### config.mk
export PLATFORM = sky130hd
export DESIGN_NAME = tagged_operand_byte_serializer_top
export DESIGN_NICKNAME = d
export VERILOG_FILES = /design/src/rtl/tobs_pkg.sv /design/src/rtl/tobs_encoder.sv /design/src/rtl/tagged_operand_byte_serializer_top.sv
export SDC_FILE = /design/constraint.sdc
export NUM_CORES = 1
export LEC_CHECK = 0
export BUFFER_PORTS_ARGS = -buffer_cell sky130_fd_sc_hd__buf_2
export CAP_MARGIN = 20
export CELL_PAD_IN_SITES_DETAIL_PLACEMENT = 0
export CELL_PAD_IN_SITES_GLOBAL_PLACEMENT = 1
export CORE_ASPECT_RATIO = 1.2
export CORE_MARGIN = 3
export CORE_UTILIZATION = 49
export CTS_CLUSTER_SIZE = 10
export DETAILED_ROUTE_END_ITERATION = 8
export HOLD_SLACK_MARGIN = 0.06
export PLACE_DENSITY = 0.84
export RECOVER_POWER = 25
export REMOVE_ABC_BUFFERS = 1
export SKIP_LAST_GASP = 1
export SLEW_MARGIN = 30
export SYNTH_ARGS = -nofsm -noshare
export SYNTH_HDL_FRONTEND = slang
export SYNTH_SLANG_ARGS = --single-unit
### constraint.sdc
create_clock -name aclk -period 5.3 [get_ports aclk]
set_input_delay 0.795 -clock aclk [delete_from_list [all_inputs] [get_ports aclk]]
set_output_delay 0.795 -clock aclk [all_outputs]
set_load 0.005 [all_outputs]
### src/rtl/tobs_pkg.sv
// ----------------------------------------------------------------------------
// tobs_pkg
// types and constants shared by the tagged operand byte serializer
// ----------------------------------------------------------------------------
`default_nettype none

package tobs_pkg;

    // operand request kinds
    typedef enum logic [3:0] {
        KIND_CMD      = 4'd0,
        KIND_END      = 4'd1,
        KIND_INT_AUTO = 4'd2,
        KIND_I8       = 4'd3,
        KIND_I16      = 4'd4,
        KIND_I32      = 4'd5,
        KIND_FLOAT    = 4'd6,
        KIND_GVAR     = 4'd7,
        KIND_LVAR     = 4'd8,
        KIND_RAW8     = 4'd9,
        KIND_RAW16    = 4'd10,
        KIND_RAW32    = 4'd11
    } kind_t;

    // type tags
    localparam logic [7:0] TAG_EOAL  = 8'd0;
    localparam logic [7:0] TAG_I32   = 8'd1;
    localparam logic [7:0] TAG_GVAR  = 8'd2;
    localparam logic [7:0] TAG_LVAR  = 8'd3;
    localparam logic [7:0] TAG_I8    = 8'd4;
    localparam logic [7:0] TAG_I16   = 8'd5;
    localparam logic [7:0] TAG_FLOAT = 8'd6;

    localparam int unsigned MAX_BYTES = 5;
    localparam int unsigned CNT_W     = 3;

    // q11.4 saturation codes
    localparam logic [15:0] FIX_MIN = 16'h8000;
    localparam logic [15:0] FIX_MAX = 16'h7FFF;
    localparam logic [15:0] CMD_NEG = 16'h8000;

    // binary32 exponent limits
    localparam logic [7:0] EXP_ALL_ONES = 8'hFF;
    localparam logic [7:0] EXP_SAT      = 8'd138;
    localparam logic [7:0] EXP_BIAS_SH  = 8'd146;

    // one encoded operand: bytes in send order, lowest byte first
    typedef struct packed {
        logic [MAX_BYTES*8-1:0] bytes;
        logic [CNT_W-1:0]       count;
    } enc_t;

endpackage

`default_nettype wire

### src/rtl/tobs_encoder.sv
// ----------------------------------------------------------------------------
// tobs_encoder
// turns one operand request into its tagged little-endian byte string
// ----------------------------------------------------------------------------
`default_nettype none

module tobs_encoder (
    input  wire logic [3:0]         kind,
    input  wire logic signed [31:0] int_value,
    input  wire logic [15:0]        word,
    input  wire logic               negate,
    input  wire logic [31:0]        float_bits,
    output tobs_pkg::enc_t          enc
);

    logic [31:0] ival;
    logic        fits_i8;
    logic        fits_i16;
    logic [15:0] cmd_word;

    // float to q11.4
    logic        f_sign;
    logic [7:0]  f_exp;
    logic [22:0] f_man;
    logic [23:0] f_sig;
    logic [7:0]  f_shift;
    logic [23:0] f_mag;
    logic [15:0] f_fix;

    assign ival     = int_value;
    assign fits_i8  = (&ival[31:7]) | ~(|ival[31:7]);
    assign fits_i16 = (&ival[31:15]) | ~(|ival[31:15]);
    assign cmd_word = {1'b0, word[14:0]} | (negate ? tobs_pkg::CMD_NEG : 16'h0000);

    assign f_sign  = float_bits[31];
    assign f_exp   = float_bits[30:23];
    assign f_man   = float_bits[22:0];
    assign f_sig   = (f_exp == 8'd0) ? {1'b0, f_man} : {1'b1, f_man};
    // subnormals use an effective exponent of one
    assign f_shift = tobs_pkg::EXP_BIAS_SH - ((f_exp == 8'd0) ? 8'd1 : f_exp);
    assign f_mag   = (f_shift >= 8'd24) ? 24'd0 : (f_sig >> f_shift[4:0]);

    always_comb begin
        if (f_exp == tobs_pkg::EXP_ALL_ONES && f_man != 23'd0) begin
            f_fix = tobs_pkg::FIX_MIN;
        end else if (f_exp >= tobs_pkg::EXP_SAT) begin
            f_fix = f_sign ? tobs_pkg::FIX_MIN : tobs_pkg::FIX_MAX;
        end else if (f_sign) begin
            f_fix = 16'd0 - f_mag[15:0];
        end else begin
            f_fix = f_mag[15:0];
        end
    end

    always_comb begin
        enc.bytes = '0;
        enc.count = '0;
        unique case (kind)
            tobs_pkg::KIND_CMD: begin
                enc.bytes[15:0] = cmd_word;
                enc.count       = 3'd2;
            end
            tobs_pkg::KIND_END: begin
                enc.bytes[7:0] = tobs_pkg::TAG_EOAL;
                enc.count      = 3'd1;
            end
            tobs_pkg::KIND_INT_AUTO: begin
                if (fits_i8) begin
                    enc.bytes[15:0] = {ival[7:0], tobs_pkg::TAG_I8};
                    enc.count       = 3'd2;
                end else if (fits_i16) begin
                    enc.bytes[23:0] = {ival[15:0], tobs_pkg::TAG_I16};
                    enc.count       = 3'd3;
                end else begin
                    enc.bytes = {ival, tobs_pkg::TAG_I32};
                    enc.count = 3'd5;
                end
            end
            tobs_pkg::KIND_I8: begin
                enc.bytes[15:0] = {ival[7:0], tobs_pkg::TAG_I8};
                enc.count       = 3'd2;
            end
            tobs_pkg::KIND_I16: begin
                enc.bytes[23:0] = {ival[15:0], tobs_pkg::TAG_I16};
                enc.count       = 3'd3;
            end
            tobs_pkg::KIND_I32: begin
                enc.bytes = {ival, tobs_pkg::TAG_I32};
                enc.count = 3'd5;
            end
            tobs_pkg::KIND_FLOAT: begin
                enc.bytes[23:0] = {f_fix, tobs_pkg::TAG_FLOAT};
                enc.count       = 3'd3;
            end
            tobs_pkg::KIND_GVAR: begin
                enc.bytes[23:0] = {word, tobs_pkg::TAG_GVAR};
                enc.count       = 3'd3;
            end
            tobs_pkg::KIND_LVAR: begin
                enc.bytes[23:0] = {word, tobs_pkg::TAG_LVAR};
                enc.count       = 3'd3;
            end
            tobs_pkg::KIND_RAW8: begin
                enc.bytes[7:0] = ival[7:0];
                enc.count      = 3'd1;
            end
            tobs_pkg::KIND_RAW16: begin
                enc.bytes[15:0] = word;
                enc.count       = 3'd2;
            end
            tobs_pkg::KIND_RAW32: begin
                enc.bytes[31:0] = ival;
                enc.count       = 3'd4;
            end
            default: begin
                // unused kinds emit nothing
                enc.bytes = '0;
                enc.count = '0;
            end
        endcase
    end

endmodule

`default_nettype wire

### src/rtl/tagged_operand_byte_serializer_top.sv
// ----------------------------------------------------------------------------
// tagged_operand_byte_serializer_top
// operand request in, tagged little-endian bytecode bytes out
// ----------------------------------------------------------------------------
// usage:
//   - slave channel: one operand request per transfer; s_tuser carries the
//     kind, s_tdata the operand fields
//   - master channel: one bytecode byte per transfer with its stream offset;
//     m_tlast marks the final byte caused by a request
//   - a request is captured in an input register, encoded by short logic and
//     loaded into a byte shift register that drives the master outputs
//   - path: a request passes through the input register and the encoder into
//     the byte shift register once it is free, which then presents its first byte
//   - throughput: one byte per cycle while m_tready is high; a request of n
//     bytes (1 to 5) occupies the output for n byte transfers; the next request
//     is loaded while the last byte of the current one leaves
//   - requests of an unused kind produce no bytes
//   - stalls: while m_tready is low the byte and offset hold; once the input
//     register is full s_tready drops until the encoded string is loaded
//   - reset: aresetn low clears both stages and the stream offset to zero
// ----------------------------------------------------------------------------
`default_nettype none

module tagged_operand_byte_serializer_top (
    input  wire logic        aclk,
    input  wire logic        aresetn,
    // slave request channel
    input  wire logic        s_tvalid,
    output logic             s_tready,
    input  wire logic [87:0] s_tdata,   // int_value[31:0], word[47:32], negate[48],
                                        // float_bits[80:49], zero[87:81]
    input  wire logic [3:0]  s_tuser,   // kind[3:0]
    // master byte channel
    output logic             m_tvalid,
    input  wire logic        m_tready,
    output logic [39:0]      m_tdata,   // out_byte[7:0], byte_offset[39:8]
    output logic             m_tlast    // last byte of the request
);

    // input register
    logic        item_valid_reg;
    logic [3:0]  kind_reg;
    logic [31:0] int_value_reg;
    logic [15:0] word_reg;
    logic        negate_reg;
    logic [31:0] float_bits_reg;

    // byte shift register and stream offset
    logic [tobs_pkg::MAX_BYTES*8-1:0] bytes_reg;
    logic [tobs_pkg::CNT_W-1:0]       remain_reg;
    logic [31:0]                      offset_reg;

    tobs_pkg::enc_t enc;
    logic           out_xfer;
    logic           load;

    tobs_encoder u_encoder (
        .kind       (kind_reg),
        .int_value  (int_value_reg),
        .word       (word_reg),
        .negate     (negate_reg),
        .float_bits (float_bits_reg),
        .enc        (enc)
    );

    assign out_xfer = m_tvalid && m_tready;
    // load the encoded string when the shifter is empty or its last byte leaves
    assign load     = item_valid_reg &&
                      ((remain_reg == '0) || (remain_reg == 3'd1 && m_tready));
    assign s_tready = !item_valid_reg || load;

    // capture requests
    always_ff @(posedge aclk) begin
        if (!aresetn) begin
            item_valid_reg <= 1'b0;
        end else if (s_tready) begin
            item_valid_reg <= s_tvalid;
        end
    end

    always_ff @(posedge aclk) begin
        if (s_tvalid && s_tready) begin
            kind_reg       <= s_tuser;
            int_value_reg  <= s_tdata[31:0];
            word_reg       <= s_tdata[47:32];
            negate_reg     <= s_tdata[48];
            float_bits_reg <= s_tdata[80:49];
        end
    end

    // byte shifter
    always_ff @(posedge aclk) begin
        if (!aresetn) begin
            remain_reg <= '0;
        end else if (load) begin
            remain_reg <= enc.count;
        end else if (out_xfer) begin
            remain_reg <= remain_reg - 3'd1;
        end
    end

    always_ff @(posedge aclk) begin
        if (load) begin
            bytes_reg <= enc.bytes;
        end else if (out_xfer) begin
            bytes_reg <= bytes_reg >> 8;
        end
    end

    // stream offset advances once per byte transfer
    always_ff @(posedge aclk) begin
        if (!aresetn) begin
            offset_reg <= '0;
        end else if (out_xfer) begin
            offset_reg <= offset_reg + 32'd1;
        end
    end

    assign m_tvalid = (remain_reg != '0);
    assign m_tdata  = {offset_reg, bytes_reg[7:0]};
    assign m_tlast  = (remain_reg == 3'd1);

endmodule

`default_nettype wire

==> results of run 1 <==
worst reg2reg max path: stages, from the launching register on:
cell and delay, ns:
edfxtp_1 0.68, buf_4 0.36, a211oi_4 0.44, xnor2_1 0.21, and2_1 0.28, nand2_1 0.22
a221oi_1 0.46, a211oi_2 0.14, ha_1 0.25, nor2b_1 0.18, a41oi_1 0.36, nor2_1 0.06
nand4b_1 0.18, a22o_1 0.22
path summary, 6_finish.rpt:
path | startpoint | to | slack (ns) | depth (start not counted)
worst max-delay path | float_bits_reg[23] | bytes_reg[16] | 1.01 | 13
worst min-delay path | remain_reg[1] | remain_reg[1] | 0.50 | 1
worst max register to register | float_bits_reg[23] | bytes_reg[16] | 1.01 | 13
worst min register to register | remain_reg[1] | remain_reg[1] | 0.50 | 1
metrics by stage:
| step | hold slack [ns] | std cells | power (W) |
|---|---|---|---|
| after floorplan | 0.472 | 901 | 0.00281 |
| after global placement | 0.474 | 1307 | 0.00328 |
| after detailed placement | 0.487 | 1308 | 0.00330 |
| after CTS | 0.503 | 1340 | 0.00460 |
| after global routing | 0.516 | 1340 | 0.00483 |
| final | 0.499 | 1340 | 0.00461 |
metal layers:
metal / track usage (%) / part of all wire (%) / up-vias
met3: 4.00 / 6.7 / 68
met4: 11.9 / 3.9 / 0
met2: 41.0 / 48 / 396
li1: - / - / 3939
met5: 0 / 0 / -
met1: 34.1 / 41 / 3984
Yosys cell counts (all sizes together) (18+ instances only):
cell,n
nor3,19
nand3,20
a21oi,62
o21ai,53
xnor2,31
nand2,92
nor2,59
dfxtp,36
buf,30
and3,23
a22o,23
and2,31
clkbuf,41
nor2b,21
edfxtp,125
inv,18
power by group:
part	leakage (nW)	internal [W]	switching (W)
clock network	0.295	0.000756	0.000551
registers	1.51	0.00175	0.000214
logic	2.44	0.000506	0.000831
layout make-up:
type | count | share of cell area (%)
inverter | 19 | 0.643
timing repair buffer | 151 | 7.53
clock buffer | 17 | 3.84
multi-input combinational | 721 | 43.0
tap | 256 | 2.89
clock inverter | 15 | 1.75
sequential | 161 | 40.4
logic make-up (layout without fill, tap and decap cells):
kind of cell	Yosys count	in the layout	share of synthesized area, %
compound gates	296	296	22.4
buf+inv	91	202	4.48
simple gates	357	357	20.0
xor+xnor	40	40	3.70
fa+ha+maj	5	5	0.647
mux	23	23	2.46
flops	161	161	46.3
==> results.json, run 1 <==
{
  "cts_buffers": 17,
  "mostFrequentLayoutCells": "131 x buf_2, 125 x edfxtp_1, 92 x nand2_1",
  "synth_top_area_share_pct": 38.8,
  "required_ns": 5.48,
  "regArea_um2": 4470,
  "power_density_nw_per_um2": 415,
  "crit_path_cell_trace": "buf_4 > a211oi_4 > xnor2_1 > and2_1 > nand2_1 > a221oi_1 > a211oi_2 > ha_1 > nor2b_1 > a41oi_1 > nor2_1 > nand4b_1 > a22o_1",
  "min_path_type": "register to register",
  "hold_viol": 0,
  "tightest_slew_ns": 0.903,
  "post-place-ws_ns": 1.07,
  "grt_pass1_wl_um": 43600,
  "cts_setup_buffers": 0,
  "mostFrequentLayoutCell": "buf_2",
  "fin_area_um2": 11100,
  "clk_latency_ns": 0.44,
  "cts_hold_buf": 0,
  "fin_setup_tns_ns": 0,
  "synthArstFlopShare_pct": 0,
  "slowest_stage": "edfxtp_1",
  "grt.overflow.total": 0,
  "syn_area_per_cell_um2": 9.94,
  "grt_max_degree": 47,
  "drc": 0,
  "nFillCells": 1741,
  "io_buffers": 131,
  "die_h_um": 160,
  "n_antenna_cell": 0,
  "hpwl_um": 20300,
  "cts_sinks": 161,
  "max_cap_viol_count": 0,
  "ys_warn_count": 0,
  "layout.nets": 1172,
  "placeableCoreArea_um2": 19100,
  "layout_min_cycle_time_ns": 4.29,
  "ys_types": 95,
  "crit_path_end_kind": "register",
  "clk_pin_slew_ns": 0.07,
  "worst_setup_path_start_kind": "register",
  "synth_area_leader_cell": "edfxtp_1",
  "grtUsageTotal_pct": 25.6,
  "clockBufferDepth": 2,
  "htreeDepth": 4,
  "antenna_found_initial": 0,
  "final_max_slew_viol_count": 0,
  "ys.flop_type": "edfxtp_1",
  "finalSetupViolations": 0,
  "critPathBufInv": 1,
  "io-pin-count": 139,
  "start_util_pct": 50.5,
  "grt_pass1_vias": 7992,
  "fin_util_pct": 57.9,
  "max-slew-margin-rel_pct": 39.7,
  "critical-path-top-delay-family": "compound AO/OA/AOI/OAI gates",
  "synth_edf_count": 125,
  "synthCells": 973,
  "wl_um": 27900,
  "syn_area_um2": 9670,
  "rsz0062_at_grt": "no",
  "p_leak_nw": 4.24,
  "cts_root_buffer": "clkbuf_16",
  "max_stage_delay_ns": 0.68,
  "synth_area_leaders": "edfxtp_1 39%, dfxtp_1 7.5%, nand2_1 3.6%",
  "cts_resized": 0,
  "fin_skew_ns": 0.0154,
  "multi_input_area_um2": 4770,
  "run_status": "completed",
  "yosys_register_bits": 161,
  "cp.arrival_ns": 4.48,
  "die_w_um": 134,
  "area_growth_pct": 14.7,
  "place_area_um2": 10500,
  "max_freq_mhz": 233,
  "dr.pass1.iters": 8,
  "setup_slack_ns": 1.01,
  "drtAntennaViolNets": 0,
  "vias": 8387,
  "first_iter_violations": 906,
  "largest_reg_flops": 40,
  "finalCritPeriodShare_pct": 81.0,
  "drive_above_1_share_pct": 20.4,
  "tritoncts": "built",
  "fp.dieArea_um2": 21500,
  "yosysSeqAreaShare_pct": 46.3,
  "critical_path_class": "register to register",
  "rows": 55,
  "post_drt_wl_per_cell_um": 20.8,
  "routabilityCongestion": 1.01,
  "avgViaCountPerCell": 6.26,
  "ir_worst_vdd_v": 0.000232,
  "crit_fanout": 24
}
No activity file was read; power rests on OpenSTA's default activity.
==> run 2, diff against run 1 <==
CORE_UTILIZATION = 41   (was 49)
PLACE_DENSITY = 0.74   (was 0.84)
clock period = 3.6 ns   (was 5.3 ns; I/O delays follow)
==> results.json, run 2 (synthesized netlist as in run 1, its figures left out) <==
{
  "io_buffers": 131,
  "rsz0062_at_grt": "yes",
  "required_ns": 3.78,
  "critical-path-top-delay-family": "simple AND/OR/NAND/NOR gates",
  "drive_above_1_share_pct": 31.8,
  "drtAntennaViolNets": 0,
  "finalSetupViolations": 7,
  "min_from": "s_tdata[63]",
  "grtUsageTotal_pct": 24.0,
  "cts_root_buffer": "clkbuf_16",
  "clk_pin_slew_ns": 0.08,
  "power_w": 0.00726,
  "tightest_slew_ns": 0.734,
  "ir_worst_vdd_v": 0.000341,
  "max_cap_viol_count": 0,
  "post_drt_wl_per_cell_um": 20.8,
  "cts_buffers": 17,
  "htreeDepth": 4,
  "setup_slack_ns": -0.0851,
  "grt.overflow.total": 0,
  "io-pin-count": 139,
  "fin_util_pct": 54.6,
  "failed_checks": "negative setup slack",
  "mostFrequentLayoutCell": "buf_4",
  "startpoint": "float_bits_reg[25]",
  "slowest_stage": "or4_1",
  "placeableCoreArea_um2": 22800,
  "first_iter_violations": 799,
  "grt_max_degree": 49,
  "final_max_slew_viol_count": 0,
  "run_status": "finished with violations",
  "fin_skew_ns": 0.0210,
  "die_w_um": 146,
  "wl_um": 31600,
  "finalCritPeriodShare_pct": 102,
  "area_growth_pct": 29.0,
  "fp.dieArea_um2": 25500,
  "n_antenna_cell": 0,
  "grt_pass1_vias": 8586,
  "max-slew-margin-rel_pct": 50.8,
  "avgViaCountPerCell": 5.88,
  "layout_min_cycle_time_ns": 3.69,
  "critical_path_class": "register to register",
  "max_stage_delay_ns": 0.53,
  "r2r_start": "float_bits_reg[25]",
  "hold_viol": 0,
  "critPathBufInv": 2,
  "hpwl_um": 23300,
  "crit_path_cell_trace": "buf_12 > buf_4 > nor4_4 > a21boi_2 > a221oi_4 > a222oi_1 > o221ai_2 > and4bb_2 > nand4_4 > or4_1 > a41o_1",
  "dr.pass1.iters": 9,
  "clk_latency_ns": 0.44,
  "tritoncts": "built",
  "rows": 60,
  "clockBufferDepth": 2,
  "crit_cells": 11,
  "antenna_found_initial": 0,
  "largest_reg_flops": 40,
  "cp.arrival_ns": 3.87,
  "worstRegToRegCells": 11,
  "grt_pass1_wl_um": 48300,
  "drc": 0,
  "min_path_cells": 1,
  "p_leak_nw": 4.94,
  "mostFrequentLayoutCells": "131 x buf_4, 130 x buf_2, 125 x edfxtp_1",
  "vias": 8910,
  "max_freq_mhz": 271,
  "routabilityCongestion": 0.959,
  "layout.nets": 1294,
  "crit_fanout": 6,
  "die_h_um": 174,
  "cts_hold_buf": 0,
  "nFillCells": 2127,
  "crit_path_end_kind": "register",
  "min_path_type": "input pin to register",
  "worst_setup_path_start_kind": "register",
  "power_density_nw_per_um2": 582,
  "start_util_pct": 42.4,
  "cts_sinks": 161
}
## run 2: changes by cell type in the layout (fill, tap and decap cells not counted), moves of 3 or more
cell	delta
xnor2_1	-3
a21oi_1	-4
o21ai_1	+6
o21ai_0	-7
o41ai_1	-4
a41oi_1	-3
a41oi_2	+3
o31ai_1	-3
inv_8	+4
xnor2_2	+3
buf_4	+114
a21oi_2	+3
buf_12	+3
## run 2: final cells by class
| type | count | area [um2] | area share [%] |
|---|---|---|---|
| Inverter | 19 | 71.3 | 0.572 |
| Clock buffer | 17 | 425 | 3.41 |
| Clock inverter | 15 | 168 | 1.34 |
| Timing Repair Buffer | 273 | 1840 | 14.7 |
| Tap cell | 310 | 388 | 3.11 |
| Multi-Input combinational cell | 721 | 5110 | 41.0 |
| Sequential cell | 161 | 4470 | 35.9 |
## run 2: final timing paths
| kind | endpoint | slack, ns |
|---|---|---|
| setup / recovery | bytes_reg[22] | -0.09 |
| hold / removal | float_bits_reg[14] | 0.27 |
| setup reg to reg | bytes_reg[22] | -0.09 |
| hold reg to reg | remain_reg[1] | 0.50 |
## run 2: report_power, final
group          switching [W]  internal (W)
clock               0.000861      0.000992
combinational        0.00149       0.00108
sequential          0.000263       0.00257
## run 2: what timing repair did
| action | 4_1_cts | 5_1_grt |
|---|---|---|
| endpoints found under the setup margin | 5 | 14 |
| cloned | 0 | 2 |
| setup buffers | 1 | 16 |
| gates resized for setup | 3 | 65 |
| pin swaps | 0 | 34 |
## run 2: per-stage QoR
step	hold WS, ns	instances	worst slack (ns)	instance area (um2)	setup TNS, ns
after floorplan	0.472	901	-0.596	9310	-5.02
after global placement	0.479	1466	-0.0687	11300	-0.126
after detailed placement	0.489	1466	-0.0532	11300	-0.0981
after CTS	0.254	1499	-0.0105	12000	-0.0105
after global routing	0.256	1516	-0.117	12500	-0.801
final	0.270	1516	-0.0851	12500	-0.222
## run 2: layer usage
layer	part of all wire, %	GRT usage [%]
met3	5.5	3.39
met4	4.2	10.0
met2	50	40.9
met5	0	0
met1	41	30.7
==> run 3, diff against run 2 <==
RECOVER_POWER = default   (was 25)
==> results.json, run 3 (synthesized netlist as in run 1, its figures left out) <==
{
  "tritoncts": "built",
  "grt_max_degree": 49,
  "rsz0062_at_grt": "yes",
  "grtUsageTotal_pct": 24.0,
  "vias": 8889,
  "grt_pass1_vias": 8586,
  "rows": 60,
  "routabilityCongestion": 0.959,
  "p_leak_nw": 4.95,
  "worstRegToRegCells": 11,
  "post_drt_wl_per_cell_um": 20.9,
  "hold_viol": 0,
  "power_w": 0.00726,
  "swShare_pct": 36.0,
  "area_growth_pct": 29.0,
  "failed_checks": "negative setup slack",
  "critical_path_class": "register to register",
  "cp.arrival_ns": 3.86,
  "multi_input_area_um2": 5110,
  "nFillCells": 2127,
  "crit_cells": 11,
  "fin_skew_ns": 0.0210,
  "io-pin-count": 139,
  "p_switching_w": 0.00262,
  "finalCritPeriodShare_pct": 102,
  "final_max_slew_viol_count": 0,
  "p_comb_share_pct": 35.4,
  "die_w_um": 146,
  "clock_power_share_pct": 25.5,
  "startpoint": "float_bits_reg[25]",
  "tightest_slew_ns": 0.722,
  "critPathBufInv": 2,
  "run_status": "finished with violations",
  "drive_above_1_share_pct": 31.8,
  "first_iter_violations": 779,
  "clockBufferDepth": 2,
  "grt_pass1_wl_um": 48300,
  "drtAntennaViolNets": 0,
  "p_int_w": 0.00464,
  "die_h_um": 174,
  "mostFrequentLayoutCells": "131 x buf_2, 131 x buf_4, 125 x edfxtp_1",
  "htreeDepth": 4,
  "finalSetupViolations": 8,
  "hpwl_um": 23300,
  "cts_buffers": 17,
  "largest_reg_flops": 40,
  "io_buffers": 131,
  "power_density_nw_per_um2": 582,
  "max_freq_mhz": 272,
  "start_util_pct": 42.4,
  "clk_latency_ns": 0.44,
  "critical-path-top-delay-family": "simple AND/OR/NAND/NOR gates",
  "wl_um": 31600,
  "min_path_cells": 1,
  "ir_worst_vdd_v": 0.000340,
  "worst_setup_path_start_kind": "register",
  "max-slew-margin-rel_pct": 51.6,
  "cp-endpoint": "bytes_reg[22]",
  "fin_util_pct": 54.7,
  "layoutNonFillerInstCount": 1516,
  "max_stage_delay_ns": 0.53,
  "seq_power_share_pct": 39.1,
  "slowest_stage": "or4_1",
  "layout_min_cycle_time_ns": 3.68,
  "min_path_type": "input pin to register",
  "setup_slack_ns": -0.0820,
  "n_antenna_cell": 0,
  "cts_hold_buf": 0,
  "regArea_um2": 4470,
  "cts_sinks": 161,
  "reg2reg_to": "bytes_reg[22]",
  "crit_path_end_kind": "register",
  "avgViaCountPerCell": 5.86,
  "fp.dieArea_um2": 25500,
  "placeableCoreArea_um2": 22800,
  "antenna_found_initial": 0,
  "cts_root_buffer": "clkbuf_16",
  "dp.cells": 1466,
  "crit_path_cell_trace": "buf_12 > buf_4 > nor4_4 > a21boi_2 > a221oi_4 > a222oi_1 > o221ai_2 > and4bb_2 > nand4_4 > or4_1 > a41o_1",
  "dr.pass1.iters": 5,
  "layout.nets": 1294,
  "clk_pin_slew_ns": 0.08,
  "r2r_start": "float_bits_reg[25]",
  "max_cap_viol_count": 0,
  "crit_fanout": 6,
  "rrSetupSlack_ns": -0.08,
  "grt.overflow.total": 0,
  "required_ns": 3.78,
  "drc": 0,
  "hold_slack_ns": 0.270
}
==> run 3: cell types whose count changed in the layout (fill, tap and decap cells not counted) <==
cell,before,now
buf_2,130,131
clkbuf_1,1,0
==> run 3: per-stage QoR <==
stage | area, um2 | TNS [ns] | setup slack, ns
after floorplan | 9310 | -5.02 | -0.596
after global placement | 11300 | -0.126 | -0.0687
after detailed placement | 11300 | -0.0981 | -0.0532
after CTS | 12000 | -0.0105 | -0.0105
after global routing | 12500 | -0.801 | -0.117
final | 12500 | -0.200 | -0.0820
==> run 3: layer usage <==
layer	vias to the layer above	routed length (um)	track usage, %
li1	4189	-	-
met1	4287	13000	30.7
met2	340	15700	40.9
met3	73	1560	3.39
met4	0	1290	10.0
met5	-	0	0
==> run 3: power groups by stage <==
stage	clock [W]	combinational [W]	sequential, W
3_3_place_gp	0	0.00232	0.00286
4_1_cts	0.00190	0.00234	0.00283
5_1_grt	0.00197	0.00278	0.00288
6_report	0.00185	0.00257	0.00284
2_1_floorplan	0	0.00127	0.00287
3_5_place_dp	0	0.00232	0.00287
==> run 3: worst min-delay path by stage <==
stage,slack (ns),to,start
after floorplan,0.47,remain_reg[1],remain_reg[1]
after global placement,0.48,offset_reg[31],offset_reg[31]
after detailed placement,0.49,remain_reg[1],remain_reg[1]
after CTS,0.25,float_bits_reg[14],s_tdata[63]
after global routing,0.26,float_bits_reg[11],s_tdata[60]
final,0.27,float_bits_reg[14],s_tdata[63]
==> run 3: cell type report <==
cell class	instances	share of cell area, %
clock inverters	15	1.34
flip-flops and latches	161	35.9
clock buffers	17	3.41
multi-input cells	721	41.0
well taps	310	3.11
repair buffers	273	14.7
inverters	19	0.572
==> run 3: what timing repair did <==
item | CTS | global route
pin swaps | 0 | 34
cloned | 0 | 2
endpoints found under the setup margin | 5 | 14
resized for setup | 3 | 65
buffers inserted | 1 | 16
